===== config.mk =====
export PLATFORM = sky130hd
export DESIGN_NAME = pwm_duty_sweep_controller_core
export DESIGN_NICKNAME = d
export VERILOG_FILES = /design/src/rtl/pdsc_pkg.sv /design/src/rtl/pdsc_cfg_regs.sv /design/src/rtl/pdsc_step_logic.sv /design/src/rtl/pwm_duty_sweep_controller_core.sv
export SDC_FILE = /design/constraint.sdc
export NUM_CORES = 1
export LEC_CHECK = 0
export ABC_AREA = 1
export BUFFER_PORTS_ARGS = -buffer_cell sky130_fd_sc_hd__buf_4
export CORE_UTILIZATION = 28
export CTS_BUF_LIST = sky130_fd_sc_hd__clkbuf_8
export CTS_CLUSTER_SIZE = 40
export DETAILED_ROUTE_END_ITERATION = 10
export SYNTH_ARGS = -nofsm -noshare
export SYNTH_HDL_FRONTEND = slang
export SYNTH_SLANG_ARGS = --single-unit
export TNS_END_PERCENT = 1

===== constraint.sdc =====
create_clock -name i_clk -period 9.1 [get_ports i_clk]
set_input_delay 1.82 -clock i_clk [delete_from_list [all_inputs] [get_ports i_clk]]
set_output_delay 1.82 -clock i_clk [all_outputs]
set_load 0.01 [all_outputs]

===== src/rtl/pdsc_pkg.sv =====
`timescale 1ns / 1ps

package pdsc_pkg;

    localparam int CFG_INDEX_W = 2;
    localparam int CFG_DATA_W  = 16;

    localparam logic [6:0]  PHASE_LAST      = 7'd99;
    localparam logic [6:0]  DUTY_MAX        = 7'd100;
    localparam logic [15:0] RST_INTERVAL    = 16'd1000;
    localparam logic [6:0]  RST_MANUAL_STEP = 7'd5;
    localparam logic [6:0]  RST_UP_STEP     = 7'd1;
    localparam logic [6:0]  RST_DOWN_STEP   = 7'd2;

    typedef enum logic [CFG_INDEX_W-1:0] {
        CFG_UPDATE_INTERVAL = 2'd0,
        CFG_MANUAL_STEP     = 2'd1,
        CFG_RAMP_UP_STEP    = 2'd2,
        CFG_RAMP_DOWN_STEP  = 2'd3
    } t_cfg_index;

    typedef struct packed {
        logic key_toggle_mode;
        logic key_decrease;
        logic key_increase;
    } t_in_item;

    typedef struct packed {
        logic       pwm_on;
        logic [6:0] duty_percent;
        logic       mode_auto;
    } t_out_item;

    typedef struct packed {
        logic [15:0] update_interval;
        logic [6:0]  manual_step;
        logic [6:0]  ramp_up_step;
        logic [6:0]  ramp_down_step;
    } t_cfg;

    typedef struct packed {
        logic [6:0]  phase;
        logic [15:0] countdown;
        logic [6:0]  duty;
        logic        ramp_rising;
        logic        auto_mode;
    } t_state;

endpackage


===== src/rtl/pdsc_cfg_regs.sv =====
`timescale 1ns / 1ps

module pdsc_cfg_regs (
    input  logic                               i_clk,
    input  logic                               i_rst_n,
    input  logic                               i_cfg_we,
    input  logic [pdsc_pkg::CFG_INDEX_W-1:0]   i_cfg_index,
    input  logic [pdsc_pkg::CFG_DATA_W-1:0]    i_cfg_data,
    output pdsc_pkg::t_cfg                     o_cfg
);

    pdsc_pkg::t_cfg r_cfg;

    always_ff @(posedge i_clk) begin
        if (!i_rst_n) begin
            r_cfg.update_interval <= pdsc_pkg::RST_INTERVAL;
            r_cfg.manual_step     <= pdsc_pkg::RST_MANUAL_STEP;
            r_cfg.ramp_up_step    <= pdsc_pkg::RST_UP_STEP;
            r_cfg.ramp_down_step  <= pdsc_pkg::RST_DOWN_STEP;
        end else if (i_cfg_we) begin
            case (pdsc_pkg::t_cfg_index'(i_cfg_index))
                pdsc_pkg::CFG_UPDATE_INTERVAL: begin
                    r_cfg.update_interval <= i_cfg_data;
                end
                pdsc_pkg::CFG_MANUAL_STEP: begin
                    r_cfg.manual_step <= i_cfg_data[6:0];
                end
                pdsc_pkg::CFG_RAMP_UP_STEP: begin
                    r_cfg.ramp_up_step <= i_cfg_data[6:0];
                end
                pdsc_pkg::CFG_RAMP_DOWN_STEP: begin
                    r_cfg.ramp_down_step <= i_cfg_data[6:0];
                end
                default: begin
                end
            endcase
        end
    end

    assign o_cfg = r_cfg;

endmodule


===== src/rtl/pdsc_step_logic.sv =====
`timescale 1ns / 1ps

module pdsc_step_logic (
    input  pdsc_pkg::t_state    i_state,
    input  pdsc_pkg::t_cfg      i_cfg,
    input  pdsc_pkg::t_in_item  i_item,
    output pdsc_pkg::t_state    o_state,
    output pdsc_pkg::t_out_item o_item
);

    function automatic logic [6:0] sat_add(input logic [6:0] d, input logic [6:0] s);
        logic [7:0] sum;
        sum = {1'b0, d} + {1'b0, s};
        return (sum > {1'b0, pdsc_pkg::DUTY_MAX}) ? pdsc_pkg::DUTY_MAX : sum[6:0];
    endfunction

    function automatic logic [6:0] sat_sub(input logic [6:0] d, input logic [6:0] s);
        return (d <= s) ? 7'd0 : d - s;
    endfunction

    logic       tog;
    logic       fire;
    logic       auto_n;
    logic       rise_n;
    logic [6:0] duty_auto;
    logic [6:0] duty_n;

    always_comb begin
        tog  = i_item.key_toggle_mode;
        fire = (i_state.countdown == 16'd0);

        auto_n = i_state.auto_mode ^ tog;

        if (i_state.duty >= pdsc_pkg::DUTY_MAX) begin
            rise_n = 1'b0;
        end else if (i_state.duty == 7'd0) begin
            rise_n = 1'b1;
        end else begin
            rise_n = i_state.ramp_rising;
        end

        duty_auto = i_state.duty;
        if (fire && auto_n) begin
            duty_auto = rise_n ? sat_add(i_state.duty, i_cfg.ramp_up_step)
                               : sat_sub(i_state.duty, i_cfg.ramp_down_step);
        end

        // The toggle key cancels both step keys for the tick it is pressed.
        duty_n = duty_auto;
        if (!auto_n && !tog) begin
            if (i_item.key_decrease) begin
                duty_n = sat_sub(duty_auto, i_cfg.manual_step);
            end else if (i_item.key_increase) begin
                duty_n = sat_add(duty_auto, i_cfg.manual_step);
            end
        end

        o_state.phase = (i_state.phase >= pdsc_pkg::PHASE_LAST) ? 7'd0
                                                                : i_state.phase + 7'd1;
        if (fire) begin
            o_state.countdown = (i_cfg.update_interval == 16'd0) ? 16'd0
                                                                 : i_cfg.update_interval - 16'd1;
        end else begin
            o_state.countdown = i_state.countdown - 16'd1;
        end
        o_state.duty        = duty_n;
        o_state.ramp_rising = rise_n;
        o_state.auto_mode   = auto_n;

        o_item.pwm_on       = (i_state.phase < i_state.duty);
        o_item.duty_percent = duty_n;
        o_item.mode_auto    = auto_n;
    end

endmodule


===== src/rtl/pwm_duty_sweep_controller_core.sv =====
`timescale 1ns / 1ps
// An accepted item's result is loaded into the output register in the cycle after it is accepted.
// Throughput: one item per cycle while results are taken; the single output register frees in the cycle it is taken.
// Each tick's full update is one combinational pass from the state registers.
// Reset (synchronous, active low) loads the register defaults, clears phase, countdown
// and duty, sets auto mode with a rising ramp, and empties the output register.
module pwm_duty_sweep_controller_core (
    input  logic                             i_clk,
    input  logic                             i_rst_n,
    input  logic                             i_in_valid,
    output logic                             o_in_ready,
    input  pdsc_pkg::t_in_item               i_in_item,
    output logic                             o_out_valid,
    input  logic                             i_out_ready,
    output pdsc_pkg::t_out_item              o_out_item,
    input  logic                             i_cfg_we,
    input  logic [pdsc_pkg::CFG_INDEX_W-1:0] i_cfg_index,
    input  logic [pdsc_pkg::CFG_DATA_W-1:0]  i_cfg_data
);

    pdsc_pkg::t_cfg      cfg;
    pdsc_pkg::t_state    r_state;
    pdsc_pkg::t_state    n_state;
    pdsc_pkg::t_out_item r_out;
    pdsc_pkg::t_out_item n_out;
    logic                r_out_valid;
    logic                in_accept;

    pdsc_cfg_regs u_cfg (
        .i_clk       (i_clk),
        .i_rst_n     (i_rst_n),
        .i_cfg_we    (i_cfg_we),
        .i_cfg_index (i_cfg_index),
        .i_cfg_data  (i_cfg_data),
        .o_cfg       (cfg)
    );

    pdsc_step_logic u_step (
        .i_state (r_state),
        .i_cfg   (cfg),
        .i_item  (i_in_item),
        .o_state (n_state),
        .o_item  (n_out)
    );

    assign o_in_ready = !r_out_valid || i_out_ready;
    assign in_accept  = i_in_valid && o_in_ready;

    always_ff @(posedge i_clk) begin
        if (!i_rst_n) begin
            r_state.phase       <= 7'd0;
            r_state.countdown   <= 16'd0;
            r_state.duty        <= 7'd0;
            r_state.ramp_rising <= 1'b1;
            r_state.auto_mode   <= 1'b1;
            r_out_valid         <= 1'b0;
        end else begin
            if (in_accept) begin
                r_state <= n_state;
            end
            if (in_accept) begin
                r_out_valid <= 1'b1;
            end else if (i_out_ready) begin
                r_out_valid <= 1'b0;
            end
        end
    end

    always_ff @(posedge i_clk) begin
        if (in_accept) begin
            r_out <= n_out;
        end
    end

    assign o_out_valid = r_out_valid;
    assign o_out_item  = r_out;

    a_accept_gives_result: assert property (@(posedge i_clk) disable iff (!i_rst_n)
        in_accept |=> o_out_valid)
        else $error("accepted item produced no result");

    a_result_matches_state: assert property (@(posedge i_clk) disable iff (!i_rst_n)
        in_accept |=> (o_out_item.duty_percent == r_state.duty
                       && o_out_item.mode_auto == r_state.auto_mode))
        else $error("result does not reflect updated state");

    a_phase_advances: assert property (@(posedge i_clk) disable iff (!i_rst_n)
        in_accept |=> (r_state.phase == (($past(r_state.phase) >= pdsc_pkg::PHASE_LAST)
                                         ? 7'd0 : $past(r_state.phase) + 7'd1)))
        else $error("phase did not advance by one tick");

    a_state_holds_idle: assert property (@(posedge i_clk) disable iff (!i_rst_n)
        !in_accept |=> $stable(r_state))
        else $error("state changed without an accepted item");

    a_duty_in_range: assert property (@(posedge i_clk) disable iff (!i_rst_n)
        o_out_valid |-> (o_out_item.duty_percent <= pdsc_pkg::DUTY_MAX))
        else $error("duty out of range");

endmodule


---- Yosys cells after proc, flatten, opt, wreduce, memory -nomap -nowiden ----
Cells that the tools add are included.
storage, ports and cells
  bits in latches ......................... 0
  memory bits (read-only) ................. 0
  input bits .............................. 26
  output and inout bits ................... 11
  memory bits (writable) .................. 0
  memories ................................ 0
  bits in registers ....................... 79
  logic and storage cells ................. 63
operators by class
  bitwise gates (word level) .............. 1
  eq/ne operators ......................... 3
  multipliers ............................. 0
  shift operators ......................... 0
  order comparisons ....................... 7
  add/subtract/negate cells ............... 7
  multiplexer cells ....................... 16
  div/mod/pow operators ................... 0
  reduce and logical (&&, ||, !) cells .... 16
operators by type and width
  kind                     count
  $mux W7                  10
  $logic_not A16 Y1        2
  $mux W16                 2
  $sub A16 B1 Y16 const B  2
  $add A7 B7 Y8            2
  $gt A8 B7 Y1 const B     2
  $ge A7 B7 Y1 const B     2
  $le A7 B7 Y1             2
  $sub A7 B7 Y7            2
  $reduce_and A2 Y1        4
  $add A7 B1 Y7 const B    1
  $logic_not A7 Y1         1
  $lt A7 B7 Y1             1
  $eq A2 B2 Y1 const B     2
  $mux W1                  4
  $logic_and A1 B1 Y1      3
  $logic_not A1 Y1         3
  $eq A2 B1 Y1 const B     1
  $logic_not A2 Y1         1
  $reduce_bool A2 Y1       1
  $logic_or A1 B1 Y1       1
  $xor A1 B1 Y1            1

---- Logic depth before layout (Yosys ltp) ----
Gate-level depths: netlist (run 1).
  word-level depth ........................ 11
  mapped depth ............................ 31
  mapped depth without buffers ............ 31

---- Modules after synthesis ----
Synthesis (run 1) repeated with hierarchy kept, for this count alone.
unflattened totals
  cells, all modules ...................... 1002
  area, all modules ....................... 6414.9 µm²
by module, submodules not included
  module                          instances  sequential area each (µm²)  area an instance (µm²)  cells each
  pdsc_step_logic                 1          0.0                         3085.5                  558
  pwm_duty_sweep_controller_core  1          930.9                       1747.9                  221
  pdsc_cfg_regs                   1          740.7                       1581.5                  223

---- Worst setup path after synthesis (run 1) ----
No wires, ideal clock.
  path kind ............................... in2reg
  from .................................... input i_in_item[2] (netlist name)
  to ...................................... register r_out (netlist bit o_out_item[6]), data pin
  arrival time ............................ 4.129 ns
  path buffers ............................ 1
  data required time ...................... 8.848 ns
  cell stages on the path ................. 24
  library setup time ...................... 0.252 ns
  setup slack ............................. 4.719 ns
  cells stage by stage .................... inv_1 ha_1 nand2_1 buf_6 a21oi_1 nand2_1 nand2_1 inv_1 ha_1 inv_2 nand2_1 nand2_1 nand2_1 nand3_1 xor2_1 clkinv_1 nand3_1 nand2_2 o21ai_1 inv_1 nand2_1 nand2_1 nand2_1 inv_1
RTL lines
  what                  RTL line                              RTL
  from (decl)           pwm_duty_sweep_controller_core.sv:12  input pdsc_pkg::t_in_item i_in_item,
  to (signal assigned)  pwm_duty_sweep_controller_core.sv:71  r_out <= n_out;
  to (decl)             pwm_duty_sweep_controller_core.sv:24  pdsc_pkg::t_out_item r_out;

==> flow_metrics.env, run 1 <==
export IMPL_outcome="finished clean"
export IMPL_synth_warnings=0
export IMPL_row_count=51
export IMPL_io_buffer_count=36
export IMPL_powerDensity_mw_per_mm2=155
export IMPL_setup_violations=0
export IMPL_first_pass_iters=5
export IMPL_synth_largest_area_cell="dfxtp_1"
export IMPL_cts_resized=0
export IMPL_wire_per_inst_microns=13.0
export IMPL_power_uw=972
export IMPL_synth_enable_flop_cells=9
export IMPL_synthCells=784
export IMPL_seq_area_frac_synth_pct=30.2
export IMPL_dieArea_sq_mm=0.0203
export IMPL_cts_tree="yes"
export IMPL_postCtsHoldBufs=0
export IMPL_grt_pass1_vias=4718
export IMPL_r2r_end="o_out_item[3]$_DFFE_PP_"
export IMPL_drtAntennaViolNets=0
export IMPL_dieWidth_microns=143
export IMPL_nets=883
export IMPL_grt_usage_pct=14.9
export IMPL_synth_distinct_cells=47
export IMPL_syn2layout_area_growth_pct=13.1
export IMPL_reg2reg_depth=27
export IMPL_slew_violations=0
export IMPL_cap_violations=0
export IMPL_fmax_mhz=217
export IMPL_drtIter0Drc=190
export IMPL_endpoint_kind="flop"
export IMPL_cts_root_buf="clkbuf_8"
export IMPL_cts_sinks=79
export IMPL_num_vias=5007
export IMPL_critPathKind="in -> reg"
export IMPL_p_leak_nw=2.98
export IMPL_viasPerCell=4.62
export IMPL_finalSetupTns_ps=0
export IMPL_place_hpwl_mm=10.8
export IMPL_worstPathMaxFanout=11
export IMPL_ir_worst_vdd_mv=0.0795
export IMPL_clk_path_buf_depth=2
export IMPL_synthFlopType="dfxtp_1"
export IMPL_fin_crit_sh_pct=50.8
export IMPL_synth_async_reset_ratio_pct=0
export IMPL_whs_ps=473
export IMPL_synth_area_leaders="dfxtp_1 (25%), nand2_1 (9.4%), ha_1 (8.8%), inv_1 (7.7%), a21oi_1 (5.7%)"
export IMPL_yosysTopAreaCellShare_pct=25.3
export IMPL_hold_viol=0
export IMPL_worstPathArrival_ps=4760
export IMPL_layout_drive_gt1_share_pct=12.1
export IMPL_n_antenna_cell=0
export IMPL_grt_max_degree=49
export IMPL_r2r_start="r_state[3]$_SDFFE_PN0P_"
export IMPL_drt_wl_total_mm=14.1
export IMPL_fin_crit_ps=4620
export IMPL_fin_worst_skew_ps=16.9
export IMPL_grt_pass1_wl_mm=23.6
export IMPL_start_util_pct=28.5
export IMPL_hp_class="reg -> reg"
export IMPL_synth_nets=853
export IMPL_drt_drc_violations_left=0
export IMPL_pin_count=37
export IMPL_crit_start="i_in_item[2]"
export IMPL_insertion_delay_ps=390
export IMPL_crit_path_end="o_out_item[3]$_DFFE_PP_"
export IMPL_die_height_microns=143
export IMPL_grt_overflow=0
export IMPL_worstSetupStartpointType="input port"
export IMPL_avgSynthCellArea_sq_um=7.06
export IMPL_slew_headroom_pct=28.0
export IMPL_cts_made_buffers=9
export IMPL_htreeDepth=3
export IMPL_critPathRequiredTime_ps=9240
export IMPL_synth_seq_cells=79
export IMPL_grt_antenna_before_repair=0
export IMPL_rsz0062_at_grt="no"
export IMPL_tightestPinTransition_ps=1080
export IMPL_core_area_sq_mm=0.0194
export IMPL_path_clk_slew_ps=90
export IMPL_regToRegSetupSlack_ps=4790
export IMPL_n_fill_cell=2131
export IMPL_gp_congestion=0.913
export IMPL_post_cts_buffers=0
export IMPL_syn_area_sq_mm=0.00553
stage by stage:
step / cells / worst slack, ps / util [%] / instance area (sq um)
after global routing: 1084 / 4140 / 32.3 / 6260
after CTS: 1084 / 4510 / 32.3 / 6260
after floorplan: 784 / 4720 / - / 5530
after global placement: 1068 / 4200 / 31.3 / 6060
after detailed placement: 1068 / 4110 / 31.3 / 6060
final: 1084 / 4480 / 32.3 / 6260
how the worst min path moves through the flow:
stage                                             end                        start  slack (ps)  cells after the start
after floorplan           u_cfg.o_cfg[5]$_SDFFE_PN0P_  u_cfg.o_cfg[5]$_SDFFE_PN0P_         440                      2
after global placement    u_cfg.o_cfg[4]$_SDFFE_PN0P_  u_cfg.o_cfg[4]$_SDFFE_PN0P_         460                      2
after detailed placement  u_cfg.o_cfg[4]$_SDFFE_PN0P_  u_cfg.o_cfg[4]$_SDFFE_PN0P_         460                      2
after CTS                 u_cfg.o_cfg[4]$_SDFFE_PN0P_  u_cfg.o_cfg[4]$_SDFFE_PN0P_         480                      2
after global routing      u_cfg.o_cfg[6]$_SDFFE_PN0P_  u_cfg.o_cfg[6]$_SDFFE_PN0P_         500                      2
final                     u_cfg.o_cfg[4]$_SDFFE_PN0P_  u_cfg.o_cfg[4]$_SDFFE_PN0P_         470                      2
registers in the layout, summed over array words and instances (netlist names):
signal / flops
u_cfg.o_cfg: 37
o_out_item: 9
r_state: 32
o_out_valid: 1
critical path, stage by stage:
cell	delay, ps
buf_4	70
inv_1	30
ha_1	360
nand2_1	260
o21bai_1	260
clkinv_1	40
nand2_1	60
nand2_2	80
inv_2	40
ha_1	210
fa_1	430
nand3_1	110
nand2_1	60
xor2_1	160
nand3_1	100
nand3_1	140
nand2_2	100
o21ai_1	150
inv_1	60
nand2_1	60
nand2_1	40
nand2_1	80
inv_1	40
area by class of cell:
class,count,area [sq um],share of cell area (%)
Clock buffer,9,124,1.98
Clock inverter,7,70.1,1.12
Inverter,131,492,7.86
Multi-Input combinational cell,555,3280,52.5
Sequential cell,79,1670,26.7
Tap cell,265,332,5.30
Timing Repair Buffer,38,285,4.56
metal layers:
layer | track usage, % | wire, microns | up-vias
met5 | 0 | 0 | -
met4 | 5.21 | 233 | 0
met3 | 3.03 | 600 | 18
met2 | 25.7 | 6760 | 88
met1 | 18.2 | 6470 | 2259
li1 | - | - | 2642
report_power, final:
| group | total [mW] | switching, mW | leakage [nW] | internal [mW] |
|---|---|---|---|---|
| clock network | 0.274 | 0.146 | 0.102 | 0.127 |
| registers | 0.400 | 0.0211 | 0.664 | 0.379 |
| logic | 0.298 | 0.185 | 2.22 | 0.113 |
| total | 0.972 | 0.353 | 2.98 | 0.619 |
synth_stat cells (6+ instances only):
cell      instances
a21oi_1          63
clkbuf_1         13
dfxtp_1          70
edfxtp_1          9
ha_1             39
inv_1           114
inv_2            12
nand2_1         139
nand2_2          10
nand3_1          45
nand4_1          13
nor2_1           64
nor3_1           12
o211ai_1         15
o21ai_0          52
o21ai_1           9
xnor2_1           6
xor2_1           32
cell families (layout without fill, tap and decap cells):
logic type / count (synthesis) / after routing / share of synthesized area (%)
and+or+nand+nor: 306 / 306 / 24.9
AOI/OAI and AO/OA: 168 / 168 / 18.2
buffers and inverters: 150 / 185 / 10.4
DFF: 79 / 79 / 30.2
adders and majority gates: 43 / 43 / 10.3
xor gates and xnor gates: 38 / 38 / 6.02
cell usage in the layout (no fill, tap or decap), types with 15 or more instances in the layout:
cell and count:
a21oi_1 63, buf_4 38, dfxtp_1 70, ha_1 39
inv_1 115, nand2_1 139, nand3_1 45, nor2_1 64
o211ai_1 15, o21ai_0 52, xor2_1 32
Power figures use the tool's default switching activity.
==> run 2: changes to the inputs <==
Clock period 9.1 ns to 3.8 ns, I/O delays scaled along.
==> run 2 against run 1 <==
Clock skew is 5.1 ps lower. Critical endpoint is now o_out_item[6]$_DFFE_PP_. Cell count is 2.4% higher. Sequential share of layout area is 1.5 points lower. Total power is 150% higher.
==> flow_metrics.env, run 2 (synthesized netlist as in run 1, its figures left out) <==
export IMPL_fin_crit_sh_pct=99.0
export IMPL_r2r_start="r_state[2]$_SDFFE_PN0P_"
export IMPL_dieArea_sq_mm=0.0203
export IMPL_pin_count=37
export IMPL_nets=909
export IMPL_grt_usage_pct=15.3
export IMPL_first_pass_iters=5
export IMPL_io_buffer_count=36
export IMPL_setup_violations=0
export IMPL_hold_viol=0
export IMPL_crit_top_cell="nand2_1"
export IMPL_cts_tree="yes"
export IMPL_layout_common_cells="nand2_1 (133), inv_1 (113), nor2_1 (64), buf_4 (64), dfxtp_1 (64)"
export IMPL_ir_worst_vdd_mv=0.168
export IMPL_viasPerCell=4.69
export IMPL_gp_congestion=0.897
export IMPL_cts_root_buf="clkbuf_8"
export IMPL_cts_made_buffers=9
export IMPL_drt_wl_total_mm=14.8
export IMPL_r2r_end="o_out_item[6]$_DFFE_PP_"
export IMPL_path_clk_slew_ps=90
export IMPL_worstPathArrival_ps=3900
export IMPL_p_leak_nw=3.15
export IMPL_drtAntennaViolNets=0
export IMPL_htreeDepth=3
export IMPL_setup_ws_ps=38.3
export IMPL_largest_reg_flops=37
export IMPL_final_common_cell="nand2_1"
export IMPL_cts_sinks=79
export IMPL_num_vias=5205
export IMPL_place_hpwl_mm=11.3
export IMPL_slew_headroom_pct=54.4
export IMPL_regToRegSetupSlack_ps=40
export IMPL_row_count=51
export IMPL_crit_path_end="o_out_item[6]$_DFFE_PP_"
export IMPL_clk_path_buf_depth=2
export IMPL_crit_start="r_state[2]$_SDFFE_PN0P_"
export IMPL_worstSetupStartpointType="flop"
export IMPL_powerDensity_mw_per_mm2=362
export IMPL_n_antenna_cell=0
export IMPL_layout_drive_gt1_share_pct=19.9
export IMPL_grt_pass1_wl_mm=24.2
export IMPL_insertion_delay_ps=380
export IMPL_cap_violations=0
export IMPL_cp_slowest_stage_delay_ps=400
export IMPL_critPathSlowestCell="fa_2"
export IMPL_whs_ps=487
export IMPL_fin_crit_ps=3760
export IMPL_hp_class="reg -> reg"
export IMPL_fin_worst_skew_ps=11.8
export IMPL_start_util_pct=28.5
export IMPL_grt_pass1_vias=4955
export IMPL_drtIter0Drc=297
export IMPL_pre_cts_ws_ps=-97.3
export IMPL_die_height_microns=143
export IMPL_slew_violations=0
export IMPL_grt_antenna_before_repair=0
export IMPL_grt_overflow=0
export IMPL_postCtsHoldBufs=0
export IMPL_rsz0062_at_grt="yes"
export IMPL_reg2reg_depth=29
export IMPL_drt_drc_violations_left=0
export IMPL_core_area_sq_mm=0.0194
export IMPL_outcome="finished clean"
export IMPL_grt_max_degree=49
export IMPL_critPathKind="reg -> reg"
export IMPL_dieWidth_microns=143
export IMPL_fmax_mhz=266
export IMPL_syn2layout_area_growth_pct=20.5
export IMPL_endpoint_kind="flop"
export IMPL_tightestPinTransition_ps=679
export IMPL_worstPathMaxFanout=5
export IMPL_critPathRequiredTime_ps=3940
export IMPL_wire_per_inst_microns=13.4
## run 2: layout make-up
class	count	area [sq um]
flip-flops and latches	79	1680
clock inverters	7	66.3
repair buffers	64	480
well taps	265	332
inverters	131	492
clock buffers	9	124
multi-input cells	555	3490
fillers	2113	12700
## run 2: worst min-delay path by stage
stage,start,end,depth (start not counted)
after floorplan,u_cfg.o_cfg[5]$_SDFFE_PN0P_,u_cfg.o_cfg[5]$_SDFFE_PN0P_,2
after global placement,u_cfg.o_cfg[7]$_SDFFE_PN1P_,u_cfg.o_cfg[7]$_SDFFE_PN1P_,2
after detailed placement,u_cfg.o_cfg[7]$_SDFFE_PN1P_,u_cfg.o_cfg[7]$_SDFFE_PN1P_,2
after CTS,u_cfg.o_cfg[7]$_SDFFE_PN1P_,u_cfg.o_cfg[7]$_SDFFE_PN1P_,2
after global routing,u_cfg.o_cfg[5]$_SDFFE_PN0P_,u_cfg.o_cfg[5]$_SDFFE_PN0P_,2
final,u_cfg.o_cfg[5]$_SDFFE_PN0P_,u_cfg.o_cfg[5]$_SDFFE_PN0P_,2
## run 2: critical path, delay by kind of cell (launching register included)
kind / cells / cell delay [ps]
simple gates: 18 / 1470
buf+inv: 5 / 280
xor+xnor: 1 / 190
flops: 1 / 370
compound gates: 1 / 140
fa+ha+maj: 4 / 1090
## run 2: what timing repair did
item	in CTS	in global routing
endpoints found under the setup margin	3	14
resized for setup	10	45
pin swaps	3	28
setup buffers	1	4
cloned	0	0
## run 2: per-layer routing
| metal | routed length (microns) | vias up | part of all wire, % | track usage (%) |
|---|---|---|---|---|
| met5 | 0 | - | 0 | 0 |
| met4 | 500 | 0 | 3.4 | 7.64 |
| met3 | 552 | 31 | 3.7 | 2.69 |
| met2 | 7190 | 101 | 48 | 26.2 |
| met1 | 6590 | 2383 | 44 | 18.5 |
| li1 | - | 2690 | - | - |
## run 2: per-stage QoR
stage / utilization (%) / power, mW / cell area (sq um) / instances / TNS [ps]
global placement: 32.1 / 1.73 / 6220 / 1089 / 0
floorplan: - / 1.50 / 5530 / 784 / 0
CTS: 33.3 / 2.38 / 6460 / 1106 / 0
global route: 34.4 / 2.59 / 6660 / 1110 / -1120
detailed placement: 32.1 / 1.73 / 6220 / 1089 / -151
finish: 34.4 / 2.41 / 6660 / 1110 / 0
## run 2: report_power, final
part	switching, mW	total, mW	internal [mW]
Combinational	0.491	0.827	0.336
Clock	0.331	0.629	0.299
Sequential	0.0470	0.956	0.909
Total	0.868	2.41	1.54
